[config.mk]
export PLATFORM = sky130hd
export DESIGN_NAME = naca_sqrt
export DESIGN_NICKNAME = d
export VERILOG_FILES = /design/src/naca_sqrt.sv
export SDC_FILE = /design/constraint.sdc
export NUM_CORES = 1
export LEC_CHECK = 0
export BUFFER_PORTS_ARGS = -buffer_cell sky130_fd_sc_hd__buf_2
export CORE_MARGIN = 1
export CORE_UTILIZATION = 55
export DETAILED_ROUTE_END_ITERATION = 6
export GPL_ROUTABILITY_DRIVEN = 0
export MAX_ROUTING_LAYER = met4
export PLACE_DENSITY_LB_ADDON = 0.2
export SLEW_MARGIN = 20
export SYNTH_ARGS = -nofsm -noshare
export SYNTH_HDL_FRONTEND = slang
export SYNTH_SLANG_ARGS = --single-unit
[constraint.sdc]
create_clock -name clk -period 7.46 [get_ports clk]
set_clock_uncertainty 0.1 [all_clocks]
set_input_delay 0.373 -clock clk [delete_from_list [all_inputs] [get_ports clk]]
set_output_delay 0.373 -clock clk [all_outputs]
set_load 0.1 [all_outputs]
[src/naca_sqrt.sv]
// ----------------------------------------------------------------------------
// naca_sqrt: pipelined integer square root of (x << FB)
// One root bit per stage, most significant first; the square of the partial
// root travels along so each trial is an add and a compare.
// ----------------------------------------------------------------------------
module naca_sqrt #(
  parameter int XW = 17,
  parameter int FB = 16
) (
  input  logic                    clk,
  input  logic                    en,
  input  logic [XW-1:0]           x,
  output logic [(XW+FB+1)/2-1:0]  root
);

  localparam int VW = XW + FB;
  localparam int RW = (XW + FB + 1) / 2;

  logic [RW-1:0] root_r [RW];
  logic [VW-1:0] sq_r   [RW];
  logic [VW-1:0] v_r    [RW];

  for (genvar g = 0; g < RW; g++) begin : g_stage
    localparam int B = RW - 1 - g;
    logic [RW-1:0] root_p;
    logic [RW-1:0] root_n;
    logic [VW-1:0] sq_p;
    logic [VW-1:0] sq_n;
    logic [VW-1:0] v_p;
    logic [VW+1:0] trial_sq;

    if (g == 0) begin : g_first
      assign root_p = '0;
      assign sq_p   = '0;
      assign v_p    = {x, {FB{1'b0}}};
    end else begin : g_next
      assign root_p = root_r[g-1];
      assign sq_p   = sq_r[g-1];
      assign v_p    = v_r[g-1];
    end

    // (root + 2^B)^2 = root^2 + root*2^(B+1) + 2^(2B)
    always_comb begin
      trial_sq = (VW+2)'(sq_p) + ((VW+2)'(root_p) << (B + 1)) + ((VW+2)'(1) << (2 * B));
      root_n   = root_p;
      sq_n     = sq_p;
      if (trial_sq <= (VW+2)'(v_p)) begin
        root_n[B] = 1'b1;
        sq_n      = trial_sq[VW-1:0];
      end
    end

    always_ff @(posedge clk) begin
      if (en) begin
        root_r[g] <= root_n;
        sq_r[g]   <= sq_n;
        v_r[g]    <= v_p;
      end
    end
  end

  assign root = root_r[RW-1];

endmodule

Word-level counts from Yosys, hierarchy flattened
Memory sizes are Yosys's and may differ from the RTL's.
Index checks and enable logic that the tools add are counted.
Widths: inputs -> output; s select.
Cells by class
  shifts and indexed selects: 0
  equal/unequal tests: 0
  mux-type cells: 36
  multipliers: 0
  div/mod/pow operators: 0
  $add $sub $neg: 32
  order comparisons: 17
  bitwise logic cells: 0
  reduce and logical (&&, ||, !) cells: 0
Operators with widths (count)
  $mux 33: 17
  $le 35x33->1: 16
  $add 34x1->35 const B: 1
  $add 34x11->35 const B: 1
  $add 34x13->35 const B: 1
  $add 34x15->35 const B: 1
  $add 34x17->35 const B: 1
  $add 34x19->35 const B: 1
  $add 34x21->35 const B: 1
  $add 34x23->35 const B: 1
  $add 34x25->35 const B: 1
  $add 34x27->35 const B: 1
  $add 34x29->35 const B: 1
  $add 34x3->35 const B: 1
  $add 34x31->35 const B: 1
  $add 34x5->35 const B: 1
  $add 34x7->35 const B: 1
  $add 34x9->35 const B: 1
  $add 33x18->34: 1
  $add 33x19->34: 1
  $add 33x20->34: 1
  $add 33x21->34: 1
  $add 33x22->34: 1
  $add 33x23->34: 1
  12 further kinds: 30
Storage, ports and cells
  flip-flop bits (word level): 0
  input port bits: 19
  RAM bits: 1411
  memories kept: 3
  bits in read-only memories: 0
  latch bits: 0
  output and inout port bits: 17
Memories
  sq_r: depth 17, width 33, rd ports 16, clocked after memory_dff 0, write ports 17, line 20  | logic [VW-1:0] sq_r [RW];
  v_r: depth 17, width 33, rd ports 16, clocked after memory_dff 0, write ports 17, line 21  | logic [VW-1:0] v_r [RW];
  root_r: depth 17, width 17, rd ports 17, clocked after memory_dff 0, write ports 17, line 19  | logic [RW-1:0] root_r [RW];

Longest topological paths before layout
An unclocked memory read counts as a cell.
  word-level depth: 5
  depth in mapped cells: 21
  depth with buffers taken out: 19

Worst setup path before layout
Ideal clock, no wire load.
  path kind: reg2reg
  from: mem root_r[0][130] in the netlist's numbering
  to: mem sq_r[0][289] in the netlist's numbering (data pin)
  stages on the path, launching flop included: 18
  setup time: 0.260 ns
  clock period less this slack: 4.611 ns
  data arrival time: 4.251 ns
  required time: 7.100 ns
  slack: 2.849 ns
  cell sequence: edfxtp_1 > ha_1 > a21o_1 > a21oi_1 > o21bai_1 > a2111oi_0 > nor3_1 > and3_1 > xor2_1 > ha_1 > a21o_1 > a21o_1 > a21o_1 > a211o_1 > a2111o_1 > a21oi_4 > buf_6 > mux2_2
RTL lines (line)
  from (decl): 19
  to (decl): 20

==> impl_results.md <==
- Setup crit end kind: register
- Final TNS setup: 0 ns
- Final nets: 3094
- Slowest cell on crit path: nor4_1
- Fillers: 4572
- Critical R2R Capture: sq_r[0][480]$_DFFE_PP_
- DRT Wirelength: 64.2 mm
- Status: finished, final reports clean
- R2R depth: 19
- RSZ-0062 raised after global routing: false
- Leading area contributor after synthesis: edfxtp_1
- CTS tree: built
- Most common cell after layout, fill and taps aside: edfxtp_1
- Cell Area, Synth: 34100 sq um
- Final setup vio count: 0
- Fin. Hold Viols: 0
- Peak Freq: 163 MHz
- Full die area: 63000 sq um
- Total CTS buffers: 69
- # diodes: 0
- Synthesized area per cell: 12.8 sq um
- Post-synth EDFFs: 651
- CP startpoint kind: register
- # DRC: 0
- Peak per-stage delay on the critical path: 0.65 ns
- First-pass DRT Iterations: 7
- Slew headroom: 27.7%
- Ratio of cells with drive above 1 in the final layout: 8.54%
- Fin crit share: 82.3%
- Reg clk slew, reported paths: 0.06 ns
- Pin slew with the least headroom to its limit: 1.08 ns
- Cells after DPL: 3464
- Global-route wire length before repair: 104 mm
- Commonest cells after routing, fill and taps aside: edfxtp_1, ha_1, inv_1
- Post-synth top area share: 57.3%
- # IOs: 36
- Largest net degree at the start of global routing: 200
- Max-cap violation count: 0
- Syn. warnings: 0
- Hold WS: 0.213 ns
- Initial antenna violation count: 0
- Reg-to-reg slack, setup: 1.32 ns
- CTS Sinks: 651
- HPWL after DPL: 47.7 mm
- Clock Latency Late Sink: 0.61 ns
- Root buf cell: clkbuf_16
- Worst Setup SP: root_r[1][93]$_DFFE_PP_
- Crit Path Class: register to register
- Largest cells by area after synthesis: edfxtp_1, ha_1, xnor2_1, xor2_1, inv_1
- Critical Path Sink: sq_r[0][480]$_DFFE_PP_
- Die height: 251 um
- CP max FO: 20
- Critical Path AT: 6.37 ns
- Leakage Power: 15.0 nW
- IO Port Bufs: 35
- CP Data Required Time: 7.70 ns
- Maximum vdd drop: 0.000243 V
- Max Transition Viols Final: 0
- Clock buffer depth: 3
- WL per Instance: 17.8 um
- Gr usage total: 21.4%
- Synth-to-layout area growth: 9.96%
- Initial DRC count: 1186
- Initial Utilization: 56.1%
- H-tree depth: 3
- Die width: 251 um
- Syn nets: 2999
- Vias: 20600
- Synthesis-stage register bit count: 651
- Post-DR vias/cell: 5.72
- Worst min path class: input port to register
- Minimum clock period: 6.14 ns
- CORE AREA: 60800 sq um
- Top FF cell, synth: edfxtp_1
- Cells after Synth: 2675
- Async SR Flop Fraction: 0%
- Vias in the first global route: 21200
- R2r startpoint: root_r[1][93]$_DFFE_PP_
- Post-Layout Cell Count: 3605
- Netlist cell types: 95
- Pwr dens: 352 nW/um^2
- CP cell instances: ha_1 > o21ai_0 > o221ai_1 > o21ai_0 > o21ai_0 > a31o_2 > nand2_2 > nor2_1 > xor2_1 > ha_1 > nand2_1 > nor2_1 > o2111ai_1 > nor4_1 > nor3_1 > o21ai_2 > buf_4 > inv_2 > mux2_2
- Routed Antenna Nets: 0
- Gr ovfl total: 0
- Crit-path most repeated cell: o21ai_0
- Std cell rows: 90
- Sequential share of the synthesized area: 57.3%
==> cell type report <==
type / instances / area (sq um) / share of cell area (%)
flip-flops and latches: 651 / 19500 / 52.1
clock buffers: 89 / 1840 / 4.92
inverters: 239 / 897 / 2.39
repair buffers: 60 / 453 / 1.21
clock inverters: 35 / 318 / 0.847
well taps: 782 / 978 / 2.61
multi-input cells: 1749 / 13500 / 35.9
==> power breakdown <==
part           switching (mW)  total (mW)  internal (mW)
combinational            2.57        4.63           2.06
clock                    1.34        3.26           1.92
sequential              0.467        5.32           4.85
==> through the flow <==
stage	util, %	total power, mW	area, sq um	worst slack, ns
6_report	61.7	13.2	37500	1.32
5_1_grt	61.7	14.0	37500	0.975
4_1_cts	61.7	13.3	37500	1.36
3_5_place_dp	57.8	9.94	35200	1.42
3_3_place_gp	57.8	9.72	35200	1.50
2_1_floorplan	-	8.77	34100	2.85
==> cells in the mapped netlist, types with 17 or more instances <==
cell type    n
o21bai_1    17
a21oi_1    114
xnor2_1    161
and3_1      37
ha_1       305
nor3_1      51
nand2_1    148
inv_1      237
nor2b_1     27
nand4_1     45
nand3_1     47
edfxtp_1   651
a31oi_1     26
and2_1      31
nand2b_1    22
nor2_1     140
mux2_2      62
o21ai_0     93
o21a_1      21
a21o_1      71
xor2_1     122
==> metal layers <==
layer | share of wire, % | global-route usage, % | routed length (um) | up-vias
met2 | 54 | 40.3 | 34700 | 429
met4 | 4.9 | 10.4 | 3170 | 0
met1 | 38 | 21.4 | 24400 | 9889
met5 | 0 | - | 0 | -
li1 | - | - | - | 10100
met3 | 3.0 | 3.00 | 1930 | 188
==> cells by family after synthesis <==
kind of cell / Yosys count / share of synthesized area, %
buffers and inverters: 275 / 3.25
and+or+nand+nor: 616 / 9.20
DFF: 651 / 57.3
muxes: 66 / 2.19
AOI/OAI and AO/OA: 478 / 9.57
xor gates and xnor gates: 284 / 7.31
adders and majority gates: 305 / 11.2
==> critical path, delay by kind of cell (launching register included) <==
kind	cells	cell delay [ns]
AOI/OAI and AO/OA	7	2.16
xor gates and xnor gates	1	0.15
adders and majority gates	2	0.67
buffers and inverters	2	0.47
DFF	1	0.41
muxes	1	0.29
and+or+nand+nor	6	1.60
==> flip-flops by register name, indices dropped and copies added, names as in the netlist <==
| register | flops |
|---|---|
| v_r | 272 |
| root_r | 138 |
| sq_r | 241 |
==> worst min path at each step <==
stage	from	to	slack [ns]	depth (start not counted)
after floorplan	v_r[0][16]$_DFFE_PP_	v_r[0][49]$_DFFE_PP_	0.30	0
after global placement	v_r[0][26]$_DFFE_PP_	v_r[0][59]$_DFFE_PP_	0.30	0
after detailed placement	v_r[0][24]$_DFFE_PP_	v_r[0][57]$_DFFE_PP_	0.30	0
after CTS	en	v_r[0][291]$_DFFE_PP_	0.22	1
after global routing	en	v_r[0][259]$_DFFE_PP_	0.23	1
final	en	v_r[0][291]$_DFFE_PP_	0.21	1
==> repair_timing <==
| item | in CTS | in global routing |
|---|---|---|
| hold buffers | 17 | 0 |
| hold endpoints to repair | 18 | 0 |
| gates resized for setup | 0 | 0 |
| setup endpoints to repair | 0 | 0 |
| buffers inserted | 0 | 0 |
No activity file was read; power rests on OpenSTA's default activity.
