`config.mk`:
```
export PLATFORM = sky130hd
export DESIGN_NAME = naca_div
export DESIGN_NICKNAME = d
export VERILOG_FILES = /design/src/naca_div.sv
export SDC_FILE = /design/constraint.sdc
export NUM_CORES = 1
export LEC_CHECK = 0
export BUFFER_PORTS_ARGS = -buffer_cell sky130_fd_sc_hd__buf_2
export CAP_MARGIN = 10
export CORE_ASPECT_RATIO = 0.75
export CORE_MARGIN = 4
export CORE_UTILIZATION = 38
export CTS_CLUSTER_SIZE = 16
export DETAILED_ROUTE_END_ITERATION = 6
export HOLD_SLACK_MARGIN = 0.12
export PLACE_DENSITY = 0.51
export SLEW_MARGIN = 20
export SYNTH_ARGS = -nofsm -noshare
export SYNTH_HDL_FRONTEND = slang
export SYNTH_SLANG_ARGS = --single-unit
```
`constraint.sdc`:
```
create_clock -name clk -period 5.1 [get_ports clk]
set_input_delay 0.51 -clock clk [delete_from_list [all_inputs] [get_ports clk]]
set_output_delay 0.51 -clock clk [all_outputs]
set_load 0.1 [all_outputs]
```
`src/naca_div.sv`:
```
// ----------------------------------------------------------------------------
// naca_div: pipelined restoring divider
// One quotient bit per stage, NW stages; divisor and sign travel along.
// ----------------------------------------------------------------------------
module naca_div #(
  parameter int NW = 16,
  parameter int DW = 8
) (
  input  logic          clk,
  input  logic          en,
  input  logic [NW-1:0] num,
  input  logic [DW-1:0] den,
  input  logic          neg_in,
  output logic [NW-1:0] quo,
  output logic          neg_out
);

  logic [NW-1:0] n_r   [NW];
  logic [NW-1:0] q_r   [NW];
  logic [DW-1:0] r_r   [NW];
  logic [DW-1:0] d_r   [NW];
  logic          neg_r [NW];

  for (genvar g = 0; g < NW; g++) begin : g_stage
    logic [NW-1:0] n_p;
    logic [NW-1:0] q_p;
    logic [NW-1:0] q_n;
    logic [DW-1:0] r_p;
    logic [DW-1:0] d_p;
    logic [DW-1:0] r_n;
    logic          neg_p;
    logic [DW:0]   trial;
    logic [DW:0]   diff;

    if (g == 0) begin : g_first
      assign n_p   = num;
      assign q_p   = '0;
      assign r_p   = '0;
      assign d_p   = den;
      assign neg_p = neg_in;
    end else begin : g_next
      assign n_p   = n_r[g-1];
      assign q_p   = q_r[g-1];
      assign r_p   = r_r[g-1];
      assign d_p   = d_r[g-1];
      assign neg_p = neg_r[g-1];
    end

    always_comb begin
      trial = {r_p, n_p[NW-1-g]};
      diff  = trial - {1'b0, d_p};
      q_n   = q_p;
      r_n   = trial[DW-1:0];
      if (trial >= {1'b0, d_p}) begin
        q_n[NW-1-g] = 1'b1;
        r_n         = diff[DW-1:0];
      end
    end

    always_ff @(posedge clk) begin
      if (en) begin
        n_r[g]   <= n_p;
        q_r[g]   <= q_n;
        r_r[g]   <= r_n;
        d_r[g]   <= d_p;
        neg_r[g] <= neg_p;
      end
    end
  end

  assign quo     = q_r[NW-1];
  assign neg_out = neg_r[NW-1];

endmodule

```
Word-level counts from Yosys, hierarchy flattened
Memories as Yosys holds them, arrays and structs flattened.
Index checks and enable logic that the tools add are counted.
Widths: inputs -> output; s select.

storage, ports and cells
  register bits = 0
  memory bits (writable) = 784
  bits of input ports = 27
  output and inout bits = 17
  word-level logic and storage cells = 71
  memories = 5

cells by class
  add/subtract/negate cells = 16
  $lt $le $gt $ge = 16
  mux-type cells = 34

memories
  memory  depth  width  rd ports  clocked after Yosys merged registers in  wr ports  line  text
  n_r     16     16     15        0                                        16        18    logic [NW-1:0] n_r [NW];
  q_r     16     16     16        0                                        16        19    logic [NW-1:0] q_r [NW];
  d_r     16     8      15        0                                        16        21    logic [DW-1:0] d_r [NW];
  r_r     16     8      15        0                                        16        20    logic [DW-1:0] r_r [NW];
  neg_r   16     1      16        0                                        16        22    logic neg_r [NW];

operators by type and width
  kind         count
  $ge 9x8->1   15
  $mux 8       16
  $sub 8x8->8  15
  $mux 1       18
  $ge 1x8->1   1
  $sub 1x8->8  1

Longest topological paths before layout
Gate-level depths: netlist of run 1.
An unclocked memory read counts as a cell.

  word-level depth = 3
  mapped depth = 9
  depth with buffers taken out = 8

Least setup slack after synthesis of run 1
OpenSTA, ideal clock, no wires.

  path type = reg-to-reg
  from = mem r_r[7][2], in the netlist r_r[0][58]
  to = mem r_r[8][2], in the netlist r_r[1][2] (data pin)
  library setup time = 260 ps
  arrival time = 1,817 ps
  required time = 4,840 ps
  slack = 3,024 ps
  stages on the path, launching flop included = 7
  path buffers = 0
  clock period less this slack = 2,076 ps
  cell sequence = edfxtp_1 -> ha_1 -> a21o_1 -> a21oi_2 -> o21ai_2 -> a41oi_4 -> mux2_2

RTL lines
  item         line
  from (decl)  20

==> results_dict.tcl, run 1 <==
set metrics [dict create \
    routedWlPerCell_um 15.21 \
    cts_made_buffers 53 \
    async_flop_share_pct 0 \
    io_pins 44 \
    grt_max_degree 113 \
    cp-start-kind "flip-flop" \
    worstSetupEndpointType "flip-flop" \
    worst_pin_slew_ps 760.6 \
    place.gp.congestion 0.8218 \
    maxCapViolations 0 \
    syn_to_final_growth_pct 14.73 \
    fillers 5146 \
    syn-instance-count 1474 \
    cts_max_level 2 \
    grt_pass1_vias 11710 \
    arrival_ps 2760 \
    relSlewSlack_pct 49.29 \
    synth_nets 1637 \
    cts_tree "yes" \
    first_pass_iters 5 \
    yosys_warnings 0 \
    holdCritPathClass "input pin to flip-flop" \
    placementRows 76 \
    criticalPathCategory "flip-flop to flip-flop" \
    cts_buffer_depth 3 \
    cts_root_buf "clkbuf_16" \
    power.total_mw 13.49 \
    fin_setup_tns_ps 0 \
    status "completed" \
    die_area_um2 62980 \
    leakagePower_nw 9.808 \
    core_um2 57910 \
    die_w_um 288.5 \
    drive_above_1_share_pct 13.47 \
    power_density_nw_per_um2 524.4 \
    max_freq_ghz 0.4186 \
    synth_edf_count 512 \
    worstPathRequired_ps 5470 \
    postCtsSetupBuffers 0 \
    finalWirelength_um 36700 \
    dp_cells 2296 \
    timing.final.max_slew_violations 0 \
    port_buffers 43 \
    stdcell_area_um2 25720 \
    instances_no_fill 2413 \
    nets 1758 \
    ant_nets 0 \
    antennaDiodeCount 0 \
    hpwl_um 24300 \
    multi_input_area_um2 6370 \
    clock_latency_ps 610 \
    rsz0062_at_grt "no" \
    antenna_found_initial 0 \
    grt.total_usage_pct 12.02 \
    irDropWorstVdd_v 0.0002782 \
    numClockSinks 512 \
    syn_avg_cell_area_um2 15.21 \
    drtIter0Drc 695 \
    drc 0 \
    ys_types 65 \
    skew_ps 27.15 \
    grt_overflow_total 0 \
    ys_seq_elements 512 \
    final-setup-viol-count 0 \
    min_period_over_period_pct 46.84 \
    synthFlopType "edfxtp_1" \
    r2r_slack_ps 2710 \
    synth-seq-area-share_pct 68.58 \
    period_minus_slack_ps 2389 \
    clk_pin_slew_ps 60 \
    synth.cell_area_um2 22420 \
    vias 11570 \
    crit_fanout 16 \
    finalHoldViolations 0 \
    ff_latch_area_um2 15370 \
    initial_core_util_pct 38.71 \
    placed_area_um2 23660 \
    grt_pass1_wl_um 61170 \
    viasPerCell 4.797 \
    die_h_um 218.3 \
]
## synth_stat cells (all sizes together) (3+ instances only)
| cell | instances | area (um^2) |
|---|---|---|
| nand2b | 22 | 137.6 |
| or4b | 5 | 50.05 |
| and2 | 9 | 66.31 |
| o21a | 24 | 180.2 |
| edfxtp | 512 | 15370 |
| nor2b | 24 | 165.2 |
| or3 | 3 | 18.77 |
| mux2i | 26 | 260.3 |
| a31oi | 4 | 25.02 |
| fa | 14 | 280.3 |
| and4 | 5 | 43.79 |
| xor2 | 19 | 166.4 |
| a21o | 25 | 187.7 |
| or4 | 4 | 30.03 |
| o21bai | 3 | 22.52 |
| a21oi | 77 | 456.7 |
| nand3 | 21 | 105.1 |
| xnor2 | 23 | 201.4 |
| o31a | 9 | 78.83 |
| a2111oi | 3 | 26.28 |
| o21ai | 83 | 419.2 |
| nor4b | 3 | 26.28 |
| a221oi | 7 | 131.4 |
| nor2 | 44 | 165.2 |
| nand2 | 62 | 232.7 |
| a211oi | 12 | 90.09 |
| or2 | 5 | 31.28 |
| o31ai | 10 | 75.07 |
| a21boi | 15 | 172.7 |
| inv | 168 | 630.6 |
| buf | 5 | 38.78 |
| o22a | 4 | 35.03 |
| mux2 | 43 | 540.5 |
| nand4 | 5 | 31.28 |
| a31o | 5 | 43.79 |
| o211ai | 4 | 30.03 |
| nand3b | 5 | 37.54 |
| and3 | 7 | 43.79 |
| nor3 | 16 | 91.34 |
| ha | 122 | 1526 |
| nor4 | 5 | 31.28 |
## cells by family (layout without fill, tap and decap cells)
| group | Yosys count | after routing | synth area share (%) |
|---|---|---|---|
| muxes | 69 | 69 | 3.572 |
| adders and majority gates | 136 | 136 | 8.059 |
| AOI/OAI and AO/OA | 290 | 290 | 9.098 |
| buffers and inverters | 174 | 333 | 3.003 |
| xor gates and xnor gates | 42 | 42 | 1.641 |
| and+or+nand+nor | 251 | 251 | 6.045 |
| DFF | 512 | 512 | 68.58 |
## power by group
group	switching, mW	leakage [nW]	total (mW)	internal (mW)
clock	1.59	0.890	4.02	2.43
combinational	1.96	3.93	3.60	1.64
sequential	0.323	4.99	5.86	5.54
total	3.87	9.81	13.5	9.61
## cell type report
class	instances	share of cell area, %
sequential	512	59.78
multi-input combinational	788	24.77
clock buffer	58	5.312
clock inverter	35	1.751
timing repair buffer	72	2.150
tap	780	3.794
inverter	168	2.452
## registers in the layout, summed over array words and instances (netlist names)
register  count
d_r         120
q_r         136
neg_r        16
n_r         120
r_r         120
## metrics by stage
stage	hold slack [ps]	setup slack [ps]	utilization, %
global route	239.1	2506	44.41
finish	244.3	2711	44.41
CTS	189.9	2703	44.41
global placement	400.5	2780	40.86
floorplan	400.3	3024	-
detailed placement	404.5	2718	40.86
## repair_timing
item                      in CTS  in global routing
gates resized for setup        0                  0
hold buffers                  24                  0
hold endpoints to repair      24                  0
## cells in the final DEF (no fill, tap or decap), drive strengths merged, types with 5 or more instances in the layout
| cell type | synthesis | final |
|---|---|---|
| nor2b | 24 | 24 |
| nand2b | 22 | 22 |
| a21o | 25 | 25 |
| fa | 14 | 14 |
| clkbuf | 1 | 58 |
| a21oi | 77 | 77 |
| and2 | 9 | 9 |
| bufinv | 0 | 10 |
| o21a | 24 | 24 |
| a21boi | 15 | 15 |
| nor2 | 44 | 44 |
| a221oi | 7 | 7 |
| nor4 | 5 | 5 |
| a211oi | 12 | 12 |
| nand4 | 5 | 5 |
| clkinv | 0 | 21 |
| nor3 | 16 | 16 |
| or4b | 5 | 5 |
| edfxtp | 512 | 512 |
| o21ai | 83 | 83 |
| nand3 | 21 | 21 |
| or2 | 5 | 5 |
| and4 | 5 | 5 |
| and3 | 7 | 7 |
| a31o | 5 | 5 |
| o31a | 9 | 9 |
| mux2i | 26 | 26 |
| nand2 | 62 | 62 |
| xnor2 | 23 | 23 |
| nand3b | 5 | 5 |
| dlygate4sd3 | 0 | 24 |
| inv | 168 | 169 |
| mux2 | 43 | 43 |
| o31ai | 10 | 10 |
| ha | 122 | 122 |
| xor2 | 19 | 19 |
| buf | 5 | 48 |
## metal layers
layer	GRT usage, %	routed length [um]	vias up
met5	0	0	-
met2	17.21	15120	190
met3	2.920	1856	65
li1	-	-	5761
met1	17.97	18930	5558
met4	3.885	806	0
## final timing paths
| kind | endpoint | from | depth (start not counted) |
|---|---|---|---|
| worst min register to register | n_r[1][2] | n_r[0][114] | 0 |
| worst max register to register | r_r[0][15] | r_r[0][5] | 6 |
| worst max-delay path | r_r[0][15] | r_r[0][5] | 6 |
| worst min-delay path | r_r[0][0] | num[15] | 3 |
## critical path, cell delays in order, from the launching register on
cell	delay (ps)
edfxtp_1	410
ha_1	390
a21oi_1	240
o21ai_1	160
a221oi_4	610
inv_1	120
o22a_1	220
Note: power is estimated with default switching activity, not from simulation.
==> inputs of run 2 (changes only) <==
--- a/config.mk
+++ b/config.mk
@@ -13,7 +13,7 @@
 export CTS_CLUSTER_SIZE = 16
 export DETAILED_ROUTE_END_ITERATION = 6
 export HOLD_SLACK_MARGIN = 0.12
-export PLACE_DENSITY = 0.51
+export PLACE_DENSITY = 0.53
 export SLEW_MARGIN = 20
 export SYNTH_ARGS = -nofsm -noshare
 export SYNTH_HDL_FRONTEND = slang
==> constraint.sdc (replaced) <==
create_clock -name clk -period 2.13 [get_ports clk]
set_input_delay 0.213 -clock clk [delete_from_list [all_inputs] [get_ports clk]]
set_output_delay 0.213 -clock clk [all_outputs]
set_load 0.1 [all_outputs]
==> results_dict.tcl, run 2 (same netlist as run 1, synthesis figures left out) <==
set metrics [dict create \
    holdCritPathClass "input pin to flip-flop" \
    drtIter0Drc 613 \
    cts_buffer_depth 3 \
    hpwl_um 26610 \
    final-setup-viol-count 0 \
    antennaDiodeCount 0 \
    final_common_cell "edfxtp_1" \
    max_freq_ghz 0.4747 \
    cts_root_buf "clkbuf_16" \
    place.gp.congestion 0.8217 \
    die_w_um 288.5 \
    arrival_ps 2440 \
    worst_pin_slew_ps 580.2 \
    maxCapViolations 0 \
    grt_util_met2_pct 18.24 \
    grt.total_usage_pct 12.56 \
    cp-start-kind "flip-flop" \
    cts_max_level 2 \
    worstSetupEndpointType "flip-flop" \
    antenna_found_initial 0 \
    grt_max_degree 68 \
    io_pins 44 \
    viasPerCell 4.751 \
    min_period_over_period_pct 98.90 \
    final_cell_mix "512 x edfxtp_1, 197 x buf_4, 152 x inv_1" \
    cts_tree "yes" \
    syn_to_final_growth_pct 25.27 \
    core_um2 57910 \
    crit_fanout 3 \
    period_minus_slack_ps 2106 \
    cts_made_buffers 52 \
    placementRows 76 \
    clk_pin_slew_ps 60 \
    ant_nets 0 \
    numClockSinks 512 \
    port_buffers 43 \
    drc 0 \
    dp_slack_ps -86.70 \
    timing.final.max_slew_violations 0 \
    worstPathRequired_ps 2460 \
    skew_ps 21.13 \
    fillers 5013 \
    finalHoldViolations 0 \
    gr-usage-met1_pct 18.90 \
    routedWlPerCell_um 15.42 \
    vias 12480 \
    irDropWorstVdd_v 0.0005880 \
    busiest_layer "met1" \
    clock_latency_ps 590 \
    grt_pass1_wl_um 63470 \
    finalWirelength_um 40520 \
    largest_register_ff_count 136 \
    drive_above_1_share_pct 29.94 \
    largest_register "q_r" \
    nets 1968 \
    die_area_um2 62980 \
    status "completed" \
    post-route-util_pct 48.49 \
    fin_ws_ps 23.52 \
    grt.met3_usage_pct 2.659 \
    hold-worst-slack_ps 340.3 \
    power_density_nw_per_um2 1229 \
    grt_pass1_vias 12350 \
    criticalPathCategory "flip-flop to flip-flop" \
    relSlewSlack_pct 60.96 \
    leakagePower_nw 10.81 \
    die_h_um 218.3 \
    grt_overflow_total 0 \
    first_pass_iters 5 \
    initial_core_util_pct 38.71 \
    fin_setup_tns_ps 0 \
    rsz0062_at_grt "yes" \
]
run 2: cell count changes in the layout (fill, tap and decap cells not counted), sizes merged, moves of 2 or more:
cell         before  now
buf              48  257
bufinv           10    4
clkbuf           58   62
clkinvlp          3    5
dlygate4sd3      24   26
inv             169  171
run 2: critical path, stage by stage, from the launching register on:
cell	delay [ps]
edfxtp_1	430
ha_2	220
fa_2	360
nor2b_2	150
o31a_1	190
or4b_1	150
nand3_2	90
mux2_4	280
run 2: layout make-up:
class,instances,area (um^2),area share (%)
Clock buffer,62,1360,4.843
Clock inverter,34,291.5,1.038
Timing Repair Buffer,283,2261,8.051
Multi-Input combinational cell,788,7187,25.59
Tap cell,780,975.9,3.475
Sequential cell,512,15370,54.75
Inverter,168,633.1,2.254
run 2: worst paths after layout:
check,endpoint,cells after the start,slack (ps),start
setup / recovery,r_r[1][22],7,20,d_r[1][8]
setup reg to reg,r_r[1][22],7,20,d_r[1][8]
hold reg to reg,n_r[0][80],0,400,n_r[0][64]
hold / removal,n_r[0][14],2,340,num[14]
run 2: per-stage QoR:
step / std cells / power, mW / cell area [um^2]
detailed placement: 2423 / 23.88 / 24680
CTS: 2563 / 33.45 / 26880
global route: 2627 / 36.66 / 28080
global placement: 2423 / 23.70 / 24680
finish: 2627 / 34.51 / 28080
floorplan: 1474 / 20.77 / 22420
run 2: per-layer routing:
layer  wire, um  vias to the layer above  share of wire, %
li1           -                     6194                 -
met2      17340                      189                43
met1      20390                     6042                50
met4        840                        0               2.1
met3       1952                       57               4.8
met5          0                        -                 0
run 2: power breakdown:
part | switching (mW) | leakage (nW) | total, mW | internal (mW)
combinational | 5.46 | 5.02 | 11.5 | 6.04
clock | 3.77 | 0.799 | 8.82 | 5.05
sequential | 0.936 | 4.99 | 14.2 | 13.3
total | 10.2 | 10.8 | 34.5 | 24.4
run 2: timing repair:
item | in CTS | in global routing
endpoints found under the hold margin | 55 | 0
setup endpoints to repair | 61 | 97
buffers inserted | 18 | 63
gates resized for setup | 23 | 144
pin swaps | 14 | 59
cloned | 0 | 1
hold buffers | 26 | 0
